--- src/hdl/hcbp_pkg.sv ---
// -----------------------------------------------------------------------------
// Huffman code bit packer package
// Shared constants, function codes, controller states and the command and
// status bundles that join the controller to the datapath.
// -----------------------------------------------------------------------------
package hcbp_pkg;

	// Sizing of the code table and of the codes it holds.
	localparam int MAX_CODE_BITS = 32;
	localparam int SYMBOL_COUNT  = 256;
	localparam int BYTE_BITS     = 8;
	localparam int CODE_BITS     = 32;
	localparam int LEN_BITS      = 6;
	localparam int SYM_BITS      = 8;
	localparam int FUNC_BITS     = 2;
	localparam int PEND_BITS     = BYTE_BITS - 1;
	localparam int CNT_BITS      = 3;
	localparam int ACC_BITS      = PEND_BITS + CODE_BITS;
	localparam int TOT_BITS      = 6;
	localparam int ADDR_BITS     = (SYMBOL_COUNT > 1) ? $clog2(SYMBOL_COUNT) : 1;

	// Longest code length that a table entry keeps.
	localparam int LEN_LIMIT_INT = (MAX_CODE_BITS < CODE_BITS) ? MAX_CODE_BITS : CODE_BITS;
	localparam logic [LEN_BITS-1:0] LEN_LIMIT = LEN_BITS'(LEN_LIMIT_INT);

	// Function codes of an input transaction.
	typedef enum logic [FUNC_BITS-1:0] {
		FUNC_LOAD   = 2'd0,
		FUNC_ENCODE = 2'd1,
		FUNC_FLUSH  = 2'd2
	} func_t;

	// Controller states.
	typedef enum logic [1:0] {
		ST_IDLE,
		ST_READ,
		ST_EMIT
	} state_t;

	// Commands from the controller to the datapath.
	typedef struct packed {
		logic mem_write;
		logic mem_read;
		logic load_code;
		logic load_flush;
		logic emit;
		logic finish;
	} hcbp_cmd_t;

	// Status from the datapath to the controller.
	typedef struct packed {
		logic sym_ok;
		logic cnt_nz;
		logic total_ge8;
		logic last_byte;
		logic out_free;
	} hcbp_sts_t;

endpackage

--- src/hdl/hcbp_controller.sv ---
// -----------------------------------------------------------------------------
// Huffman code bit packer controller
// State machine that accepts transactions, sequences the table read and
// steps out one byte per cycle while the output register is free.
// -----------------------------------------------------------------------------
module hcbp_controller (
	input  logic                           clk,
	input  logic                           arst_n,
	input  logic                           in_valid,
	input  logic [hcbp_pkg::FUNC_BITS-1:0] func,
	output logic                           in_ready,
	input  hcbp_pkg::hcbp_sts_t            sts,
	output hcbp_pkg::hcbp_cmd_t            cmd
);
	import hcbp_pkg::*;

	state_t state_q;
	state_t state_n;
	logic   accept;

	assign accept = in_valid && in_ready;

	// State register.
	always_ff @(posedge clk or negedge arst_n) begin
		if (!arst_n) begin
			state_q <= ST_IDLE;
		end else begin
			state_q <= state_n;
		end
	end

	// Next state.
	always_comb begin
		state_n = state_q;
		case (state_q)
			ST_IDLE: begin
				if (accept) begin
					if (func == FUNC_ENCODE && sts.sym_ok) begin
						state_n = ST_READ;
					end else if (func == FUNC_FLUSH && sts.cnt_nz) begin
						state_n = ST_EMIT;
					end
				end
			end
			ST_READ: begin
				state_n = ST_EMIT;
			end
			ST_EMIT: begin
				if (!sts.total_ge8) begin
					state_n = ST_IDLE;
				end else if (sts.out_free && sts.last_byte) begin
					state_n = ST_IDLE;
				end
			end
			default: begin
				state_n = ST_IDLE;
			end
		endcase
	end

	// Outputs and datapath commands.
	always_comb begin
		in_ready = 1'b0;
		cmd      = '0;
		case (state_q)
			ST_IDLE: begin
				in_ready = 1'b1;
				if (accept) begin
					cmd.mem_write  = (func == FUNC_LOAD) && sts.sym_ok;
					cmd.mem_read   = (func == FUNC_ENCODE) && sts.sym_ok;
					cmd.load_flush = (func == FUNC_FLUSH) && sts.cnt_nz;
				end
			end
			ST_READ: begin
				cmd.load_code = 1'b1;
			end
			ST_EMIT: begin
				if (!sts.total_ge8) begin
					cmd.finish = 1'b1;
				end else if (sts.out_free) begin
					cmd.emit   = 1'b1;
					cmd.finish = sts.last_byte;
				end
			end
			default: begin
				cmd = '0;
			end
		endcase
	end
endmodule

--- config.mk ---
export PLATFORM = sky130hd
export DESIGN_NAME = hcbp_controller
export DESIGN_NICKNAME = d
export VERILOG_FILES = /design/src/hdl/hcbp_pkg.sv /design/src/hdl/hcbp_controller.sv
export SDC_FILE = /design/constraint.sdc
export NUM_CORES = 1
export LEC_CHECK = 0
export BUFFER_PORTS_ARGS = -buffer_cell sky130_fd_sc_hd__buf_4
export CORE_AREA = 2 2 39 41
export CTS_BUF_LIST = sky130_fd_sc_hd__clkbuf_4 sky130_fd_sc_hd__clkbuf_8 sky130_fd_sc_hd__clkbuf_16
export CTS_CLUSTER_DIAMETER = 100
export CTS_CLUSTER_SIZE = 25
export DETAILED_ROUTE_END_ITERATION = 16
export DIE_AREA = 0 0 41 43
export GPL_TIMING_DRIVEN = 0
export HOLD_SLACK_MARGIN = 0.03
export SLEW_MARGIN = 5
export SYNTH_ARGS = -nofsm -noshare
export SYNTH_HDL_FRONTEND = slang
export SYNTH_SLANG_ARGS = --single-unit
--- constraint.sdc ---
create_clock -name clk -period 1.2 [get_ports clk]
set_input_delay 0.24 -clock clk [delete_from_list [all_inputs] [get_ports clk]]
set_output_delay 0.24 -clock clk [all_outputs]
set_load 0.02 [all_outputs]
======== Word level (Yosys, flattened, before mapping) ========
Cells that the tools add are included.
storage, ports and cells
  output and inout port bits .............. 7
  logic and storage cells ................. 32
  flip-flop bits (word level) ............. 2
  input bits .............................. 10
operators by class
  reductions and logical operators ........ 8
  mux-type cells .......................... 16
  equal/unequal tests ..................... 7
operator list
  operator              count
  $mux W2               9
  $mux W1               6
  $ne A3 B3 Y1 const B  2
  $pmux W2 S3           1
  $logic_and A1 B1 Y1   5
  $eq A2 B1 Y1 const B  2
  $eq A2 B2 Y1 const B  2
  $logic_not A2 Y1      2
  $reduce_and A3 Y1     1
  $ne A2 B2 Y1 const B  1

======== Depth between registers and ports, before layout ========
Gate-level depths: netlist of the first run.
  depth in word-level cells ............... 6
  gate-level depth with buffers ........... 3
  mapped depth without buffers ............ 3

======== Worst setup path before layout of the first run ========
No wires, ideal clock.
  kind .................................... register to output
  start ................................... reg state_q[1]
  end ..................................... out cmd[4] (netlist bit)
  stages on the path, launching flop included .. 4
  data required time ...................... 0.960 ns
  setup slack ............................. -0.185 ns
  arrival ................................. 1.145 ns
  path buffers ............................ 0
  path through ............................ dfrtp_1 -> nor2_2 -> nand4b_2 -> nor2_1
RTL lines
  what                    line                   RTL
  from (decl)             hcbp_controller.sv:17  state_t state_q;
  from (signal assigned)  hcbp_controller.sv:28  state_q <= state_n;
  to (decl)               hcbp_controller.sv:13  output hcbp_pkg::hcbp_cmd_t cmd

==> impl_metrics.csv, run 1 <==
group,metric,value,unit
clock_tree,clock-sinks,2,
logic_synthesis,seq_area_frac_synth,0.348,
worst_setup_path,slowest_delay,0.41,ns
sta,setup_viol,7,
logic_synthesis,synth_seq_cells,2,
run_status,status,"complete, but fails checks",
logic_synthesis,yosysWarnings,0,
logic_synthesis,synth_xor_xnor_area_share,0,
logic_synthesis,synthCells,18,
worst_setup_path,start_kind,"flop",
grt,grt_pass1_wl,862,um
detailed_routing,routedWlPerCell,8.84,um
clock_tree,numCtsBuffers,3,
place,gp_congestion,0.624,
detailed_routing,via_per_inst,3.83,
layout,n_fill_cell,155,
grt,grt_max_degree,6,
clock_tree,cts_tree,"yes",
layout,layout.nets,54,
logic_synthesis,yosysUniqueCellTypes,13,
run_status,violations,"negative setup slack",
sta,hold_slack,0.317,ns
run,cap_violations,0,
logic_synthesis,synth_area_per_cell,7.99,um2
sta,worst_pin_slew,0.172,ns
sta,fmax,717,MHz
logic_synthesis,synth_top_family_by_area,"simple AND/OR/NAND/NOR gates",
sta,rsz0062_at_grt,"true",
grt,grt_pass1_vias,237,
clock_tree,clk_root_buffer_cell,"clkbuf_4",
layout,n_antenna_cell,0,
power,powerDensity,1590,nW/um2
die,die_area,1760,um2
sta,finalMaxSlewViolations,0,
worst_setup_path,crit_chain,"nor2_4, nand4b_4, nor2_4, buf_6",
worst_setup_path,critPathCaptureType,"primary output",
layout,drive_gt1_frac,0.667,
logic_synthesis,synth_compound_area_frac,0.0870,
worst_setup_path,cp_num_cells,4,
worst_setup_path,path_common_cell,"nor2_4",
die,row_count,14,
sta,skew,0.00392,ns
sta,finalHoldViolations,0,
power,fin_total_pwr,0.625,mW
detailed_routing,routed_wirelength,513,um
power,leakage,0.200,nW
worst_setup_path,slowest_stage,"dfrtp_1",
logic_synthesis,syn_nets,28,
worst_hold_path,hold_class,"in2reg",
power,max-vdd-ir-drop,0.701,mV
layout,regArea,50.0,um2
grt,gr-usage-all-layers,0.0822,
sta,fin_ws,-0.194,ns
grt,antenna_found_initial,0,
clock_tree,path_clk_slew,0.03,ns
detailed_routing,detail-route-antenna-nets,0,
place,pre_cts_slack,-0.0276,ns
worst_hold_path,hold_depth,3,
worst_setup_path,worstPathArrival,1.15,ns
layout,area_growth,174,%
worst_setup_path,ff2ff_path_depth,4,
detailed_routing,vias,222,
die,dieHeight,43,um
worst_setup_path,cp_top_family,"flip-flops",
logic_synthesis,synth-simple-area-share,0.539,
sta,max_slew_margin,0.886,
logic_synthesis,synth.cell_area,144,um2
detailed_routing,drc,0,
sta,min_period,1.39,ns
sta,period_share,1.16,
worst_setup_path,crit_buf_inv,1,
die,start_util,0.104,
die,ios,17,
clock_tree,cts_max_level,1,
place,io_buffers,16,
clock_tree,clockBufferDepth,2,
logic_synthesis,synthAdderAreaFrac,0,
grt,grt-ovfl-total,0,
layout,largest_register_ffs,2,
layout,regMostFlops,"state_q",
worst_setup_path,crit_type,"reg2out",
clock_tree,clock_latency,0.23,ns
layout,multiInputGateArea,119,um2
detailed_routing,drtPass1Iterations,2,
layout,final_common_cell,"buf_4",
place,dp_hpwl,367,um
worst_setup_path,worstPathMaxFanout,5,
layout,mostFrequentLayoutCells,"buf_4, buf_6, nor2_4, clkbuf_4",
worst_setup_path,crit_required,0.96,ns
die,die_x,41,um
detailed_routing,dr.first_iter.drc_count,1,
die,core,1380,um2
logic_synthesis,synthMuxAreaShare,0,
layout,top_regs,"state_q x2",
layer usage:
layer  GRT usage  up-vias  routed length (um)
met5           0        -                   0
li1            -      111                   -
met1      0.0705       98                 179
met2       0.109       13                 282
met3      0.0524        0                  51
met4       0.100        0                   0
per-stage QoR:
stage	TNS, ns	instance area [um2]	cells	utilization
3_3_place_gp	-0.0329	313	50	0.226
5_1_grt	-1.48	394	58	0.285
2_1_floorplan	-0.0166	173	18	-
3_5_place_dp	-0.0390	313	50	0.226
4_1_cts	-1.17	394	58	0.285
6_report	-1.05	394	58	0.285
path summary, 6_finish.rpt:
kind	startpoint	end	slack (ns)
worst min register to register	state_q[1]$_DFFE_PN0P_	state_q[1]$_DFFE_PN0P_	0.63
worst min-delay path	sts[2]	state_q[1]$_DFFE_PN0P_	0.32
worst max register to register	state_q[0]$_DFFE_PN0P_	state_q[0]$_DFFE_PN0P_	0.20
worst max-delay path	state_q[0]$_DFFE_PN0P_	cmd[4]	-0.19
min in group asynchronous	arst_n	state_q[1]$_DFFE_PN0P_	0.33
max in group asynchronous	arst_n	state_q[0]$_DFFE_PN0P_	0.78
kinds of logic (layout without fill, tap and decap cells):
logic type      Yosys count  in the layout
compound gates            2              2
flops                     2              2
buf+inv                   1             25
simple gates             13             13
cells in the mapped netlist:
master	n	area (um2)
nand2b_1	1	6.26
nor2_2	1	6.26
dfrtp_1	2	50.1
nand4b_2	1	15.0
a22oi_1	1	7.51
nor3_1	1	5.00
nand4_1	1	6.26
nor2_1	4	15.0
a21oi_1	1	5.00
inv_1	1	3.75
and2b_2	1	8.76
nand3b_1	1	7.51
nand2_1	2	7.51
worst min-delay path: stages:
cell,delay (ns)
buf_4,0.12
nand3b_1,0.08
a22oi_1,0.06
final cells by class:
class | count | share of cell area
multi-input combinational | 15 | 0.302
clock buffer | 3 | 0.0571
sequential | 2 | 0.127
timing repair buffer | 21 | 0.454
inverter | 1 | 0.00952
tap | 16 | 0.0508
what timing repair did:
| action | CTS | global route |
|---|---|---|
| endpoints found under the hold margin | 2 | 0 |
| endpoints found under the setup margin | 7 | 7 |
| buffers inserted | 4 | 0 |
| hold buffers | 1 | 0 |
| pin swaps | 3 | 0 |
| resized for setup | 5 | 0 |
power breakdown:
group	internal (mW)	switching [mW]
Sequential	0.0863	0.0191
Clock	0.111	0.0454
Combinational	0.204	0.159
Total	0.402	0.223
Power figures use the tool's default switching activity.
==> run 2, diff against run 1 <==
Clock period 1.2 ns to 1.5 ns, I/O delays scaled along.
==> run 2 against run 1 <==
The flow now finishes without violations. Worst setup slack better by 0.20 ns. Critical path depth stayed put. Die area stayed put. Largest cell class unchanged.
==> impl_metrics.csv, run 2 (synthesized netlist as in run 1, its figures left out) <==
group,metric,value,unit
run_status,status,"completed",
die,row_count,14,
grt,antenna_found_initial,0,
layout,mostFrequentLayoutCells,"buf_4, nor2_1, clkbuf_4",
sta,period_share,0.995,
clock_tree,clock-sinks,2,
die,die_x,41,um
die,dieHeight,43,um
layout,n_fill_cell,155,
power,combPwrFrac,0.538,
layout,final_area,364,um2
layout,layout.nets,53,
layout,area_growth,153,%
worst_setup_path,critPathCaptureType,"primary output",
worst_hold_path,hold_depth,3,
clock_tree,numCtsBuffers,3,
die,die_area,1760,um2
worst_setup_path,r2r-end,"state_q[0]$_DFFE_PN0P_",
grt,grt_max_degree,6,
detailed_routing,routedWlPerCell,8.07,um
worst_setup_path,reg2reg_slack,0.59,ns
clock_tree,clockBufferDepth,2,
place,postPlaceCellArea,284,um2
layout,final_common_cell,"buf_4",
sta,setup_viol,0,
worst_setup_path,worstPathArrival,1.19,ns
power,p_int,0.298,mW
sta,fmax,670,MHz
layout,multiInputGateArea,111,um2
worst_hold_path,hold_class,"in2reg",
place,gp_congestion,0.608,
power,leakage,0.191,nW
sta,worst_pin_slew,0.186,ns
layout,largest_register_ffs,2,
clock_tree,cts_max_level,1,
worst_setup_path,start_kind,"flop",
die,start_util,0.104,
sta,min_period,1.49,ns
worst_setup_path,crit_type,"reg2out",
worst_setup_path,ff2ff_path_depth,3,
grt,grt-ovfl-total,0,
power,clockPowerShare,0.264,
detailed_routing,detail-route-antenna-nets,0,
sta,finalHoldViolations,0,
detailed_routing,drtPass1Iterations,4,
sta,rsz0062_at_grt,"true",
clock_tree,clock_latency,0.23,ns
sta,skew,0.00254,ns
die,core,1380,um2
detailed_routing,routed_wirelength,460,um
power,seqPwrFrac,0.199,
place,io_buffers,16,
layout,top_regs,"state_q x2",
sta,finalMaxSlewViolations,0,
layout,regMostFlops,"state_q",
worst_setup_path,timing.rr.start,"state_q[1]$_DFFE_PN0P_",
grt,gr-usage-all-layers,0.0653,
power,p_sw_frac,0.358,
detailed_routing,drc,0,
grt,grt_pass1_vias,175,
worst_hold_path,hold-path-endpoint,"state_q[1]$_DFFE_PN0P_",
die,ios,17,
detailed_routing,dr.first_iter.drc_count,7,
layout,final_util,0.263,
run,cap_violations,0,
power,power_switching,0.166,mW
layout,n_antenna_cell,0,
power,powerDensity,1270,nW/um2
layout,regArea,50.0,um2
detailed_routing,vias,215,
clock_tree,path_clk_slew,0.03,ns
worst_setup_path,worstPathMaxFanout,5,
worst_setup_path,crit_required,1.20,ns
detailed_routing,via_per_inst,3.77,
clock_tree,clk_root_buffer_cell,"clkbuf_4",
clock_tree,cts_tree,"yes",
sta,max_slew_margin,0.876,
layout,drive_gt1_frac,0.634,
power,max-vdd-ir-drop,0.468,mV
grt,grt_pass1_wl,662,um
worst_hold_path,holdCritStartpoint,"sts[2]",
[run 2: changes by cell type in the layout (fill, tap and decap cells not counted)]
cell	delta
buf_4	+3
nor2_1	+1
buf_6	-4
nor2_4	-1
[run 2: layer usage]
layer | vias up | global-route usage | part of all wire
met5 | - | 0 | 0
met1 | 87 | 0.0710 | 0.43
li1 | 109 | - | -
met2 | 19 | 0.0656 | 0.38
met3 | 0 | 0.0524 | 0.19
met4 | 0 | 0.0800 | 0
[run 2: worst max path at each step]
| stage | start | to | slack (ns) | depth (start not counted) |
|---|---|---|---|---|
| after floorplan | state_q[1]$_DFFE_PN0P_ | cmd[4] | 0.06 | 3 |
| after global placement | state_q[1]$_DFFE_PN0P_ | cmd[4] | 0.23 | 4 |
| after detailed placement | state_q[1]$_DFFE_PN0P_ | cmd[5] | 0.21 | 4 |
| after CTS | state_q[0]$_DFFE_PN0P_ | cmd[5] | 0.001 | 4 |
| after global routing | state_q[1]$_DFFE_PN0P_ | cmd[5] | -0.05 | 4 |
| final | state_q[1]$_DFFE_PN0P_ | cmd[4] | 0.008 | 4 |
[run 2: cell type report]
type                    count  share of cell area
inverters                   1              0.0103
well taps                  16              0.0550
flip-flops and latches      2               0.137
multi-input cells          15               0.306
clock buffers               3              0.0619
repair buffers             20               0.430
[run 2: per-stage QoR]
step | power (mW) | hold WS [ns] | setup slack (ns) | setup TNS, ns | std cells
after detailed placement | 0.261 | 0.0845 | 0.213 | 0 | 50
after CTS | 0.410 | 0.356 | 0.000980 | 0 | 55
final | 0.464 | 0.377 | 0.00793 | 0 | 57
after global placement | 0.261 | 0.0831 | 0.231 | 0 | 50
after floorplan | 0.182 | 0.00441 | 0.0555 | 0 | 18
after global routing | 0.502 | 0.378 | -0.0518 | -0.103 | 57
[run 2: repair_timing]
| item | in CTS | in global routing |
|---|---|---|
| pin swaps | 1 | 2 |
| setup buffers | 1 | 2 |
| endpoints found under the setup margin | 2 | 2 |
| hold buffers | 1 | 0 |
| cloned | 0 | 0 |
| gates resized for setup | 0 | 5 |
| endpoints found under the hold margin | 2 | 0 |
[run 2: critical path: stages, from the launching register on]
cell and delay (ns):
dfrtp_1 0.42, nor2_4 0.16, nand4b_4 0.13, nor2_1 0.11
buf_4 0.14
[run 2: power by group through the flow]
| stage | registers, mW | clock network [mW] | logic (mW) |
|---|---|---|---|
| final | 0.0921 | 0.122 | 0.250 |
| after global routing | 0.0941 | 0.138 | 0.270 |
| after CTS | 0.0882 | 0.128 | 0.194 |
| after detailed placement | 0.0883 | 0 | 0.173 |
| after global placement | 0.0880 | 0 | 0.173 |
| after floorplan | 0.0852 | 0 | 0.0970 |
==> run 3, diff against run 2 <==
Clock period 1.5 ns to 1.65 ns, I/O delays scaled along.
==> run 3 against run 2 <==
Count of clock-buffer cells in the layout did not move. Die area did not move. Critical path depth did not move. Highest routed layer unchanged.
==> impl_metrics.csv, run 3 (synthesized netlist as in run 1, its figures left out) <==
group,metric,value,unit
power,p_int,0.225,mW
power,power_switching,0.133,mW
layout,top_regs,"state_q x2",
power,fin_total_pwr,0.357,mW
sta,worst_pin_slew,0.198,ns
power,seqPwrFrac,0.238,
sta,finalHoldViolations,0,
layout,mostFrequentLayoutCells,"buf_4, nor2_1, clkbuf_4",
detailed_routing,drtPass1Iterations,3,
sta,skew,0.00225,ns
layout,finalNonFillerCells,54,
sta,min_period,1.53,ns
worst_setup_path,crit_required,1.32,ns
worst_setup_path,slowest_delay,0.43,ns
layout,area_growth,123,%
worst_setup_path,worstPathArrival,1.20,ns
sta,finalMaxSlewViolations,0,
power,combPwrFrac,0.454,
grt,antenna_found_initial,0,
sta,tns,0,ns
worst_setup_path,critPathCaptureType,"primary output",
clock_tree,cts_tree,"yes",
layout,n_fill_cell,152,
detailed_routing,via_per_inst,3.74,
clock_tree,clock_latency,0.23,ns
worst_setup_path,worstPathMaxFanout,5,
clock_tree,clk_root_buffer_cell,"clkbuf_4",
grt,grt_max_degree,6,
sta,setup_viol,0,
clock_tree,numCtsBuffers,3,
layout,layout.nets,50,
detailed_routing,vias,202,
sta,rsz0062_at_grt,"false",
detailed_routing,drc,0,
sta,max_slew_margin,0.868,
sta,fmax,653,MHz
worst_setup_path,crit_chain,"nor2_4, nand4b_2, nor2_1, buf_4",
worst_setup_path,cp_top_family,"flip-flops",
grt,gr-usage-all-layers,0.0643,
die,core,1380,um2
die,start_util,0.104,
grt,grt_pass1_vias,177,
worst_setup_path,crit_buf_inv,1,
die,row_count,14,
clock_tree,path_clk_slew,0.03,ns
worst_setup_path,start_kind,"flop",
detailed_routing,detail-route-antenna-nets,0,
clock_tree,cts_max_level,1,
power,leakage,0.171,nW
detailed_routing,routed_wirelength,430,um
power,max-vdd-ir-drop,0.405,mV
place,dp_cells,50,
detailed_routing,dr.first_iter.drc_count,7,
place,gp_congestion,0.608,
power,p_sw_frac,0.372,
run,cap_violations,0,
worst_setup_path,crit_type,"reg2out",
layout,largest_register_ffs,2,
clock_tree,clock-sinks,2,
layout,regMostFlops,"state_q",
sta,period_share,0.928,
worst_hold_path,hold_class,"in2reg",
detailed_routing,routedWlPerCell,7.96,um
worst_setup_path,slowest_stage,"dfrtp_1",
run_status,status,"completed",
power,powerDensity,1110,nW/um2
die,ios,17,
layout,drive_gt1_frac,0.579,
layout,multiInputGateArea,95.1,um2
die,dieHeight,43,um
power,clockPowerShare,0.308,
layout,n_antenna_cell,0,
die,die_area,1760,um2
place,io_buffers,16,
die,die_x,41,um
layout,regArea,50.0,um2
grt,grt-ovfl-total,0,
grt,grt_pass1_wl,655,um
layout,final_common_cell,"buf_4",
clock_tree,clockBufferDepth,2,
==> run 3: cell types whose count changed in the layout (fill, tap and decap cells not counted), sizes merged <==
cell | previous run | this run
buf | 19 | 16
==> run 3: cell type report <==
type                            count  share of cell area
Timing Repair Buffer               17               0.405
Multi-Input combinational cell     15               0.296
Sequential cell                     2               0.156
Clock buffer                        3              0.0700
Tap cell                           16              0.0623
Inverter                            1              0.0117
==> run 3: worst min-delay path: cells and delay by family <==
kind	cells	cell delay (ns)
simple gates	1	0.06
buf+inv	2	0.19
==> run 3: metrics by stage <==
step / worst slack (ns) / util / hold slack, ns / instance area, um2
after floorplan: 0.175 / - / 0.0344 / 144
after global placement: 0.349 / 0.205 / 0.113 / 284
after detailed placement: 0.333 / 0.205 / 0.115 / 284
after CTS: 0.0776 / 0.229 / 0.386 / 317
after global routing: 0.00517 / 0.232 / 0.394 / 322
final: 0.119 / 0.232 / 0.395 / 322
==> run 3: power groups by stage <==
| stage | sequential (mW) | clock [mW] | combinational (mW) |
|---|---|---|---|
| after CTS | 0.0802 | 0.116 | 0.160 |
| after global routing | 0.0882 | 0.125 | 0.177 |
| after global placement | 0.0800 | 0 | 0.157 |
| final | 0.0850 | 0.110 | 0.162 |
| after detailed placement | 0.0802 | 0 | 0.157 |
| after floorplan | 0.0774 | 0 | 0.0882 |
==> run 3: worst paths after layout <==
kind	start	to	slack, ns	depth (start not counted)
max in group asynchronous	arst_n	state_q[0]$_DFFE_PN0P_	1.14	2
min reg2reg	state_q[1]$_DFFE_PN0P_	state_q[1]$_DFFE_PN0P_	0.58	1
max	state_q[1]$_DFFE_PN0P_	cmd[5]	0.12	4
min in group asynchronous	arst_n	state_q[1]$_DFFE_PN0P_	0.42	2
max reg2reg	state_q[1]$_DFFE_PN0P_	state_q[0]$_DFFE_PN0P_	0.74	3
min	func[0]	state_q[0]$_DFFE_PN0P_	0.39	3
==> run 3: what timing repair did <==
action,CTS,global route
hold buffers,1,0
gates resized for setup,0,1
setup endpoints to repair,0,1
hold endpoints to repair,2,0
setup buffers,0,0
==> run 3: routing by layer <==
metal	global-route usage	share of wire
met4	0.0800	0
met1	0.0645	0.41
met5	0	0
met3	0.0524	0.20
met2	0.0688	0.38
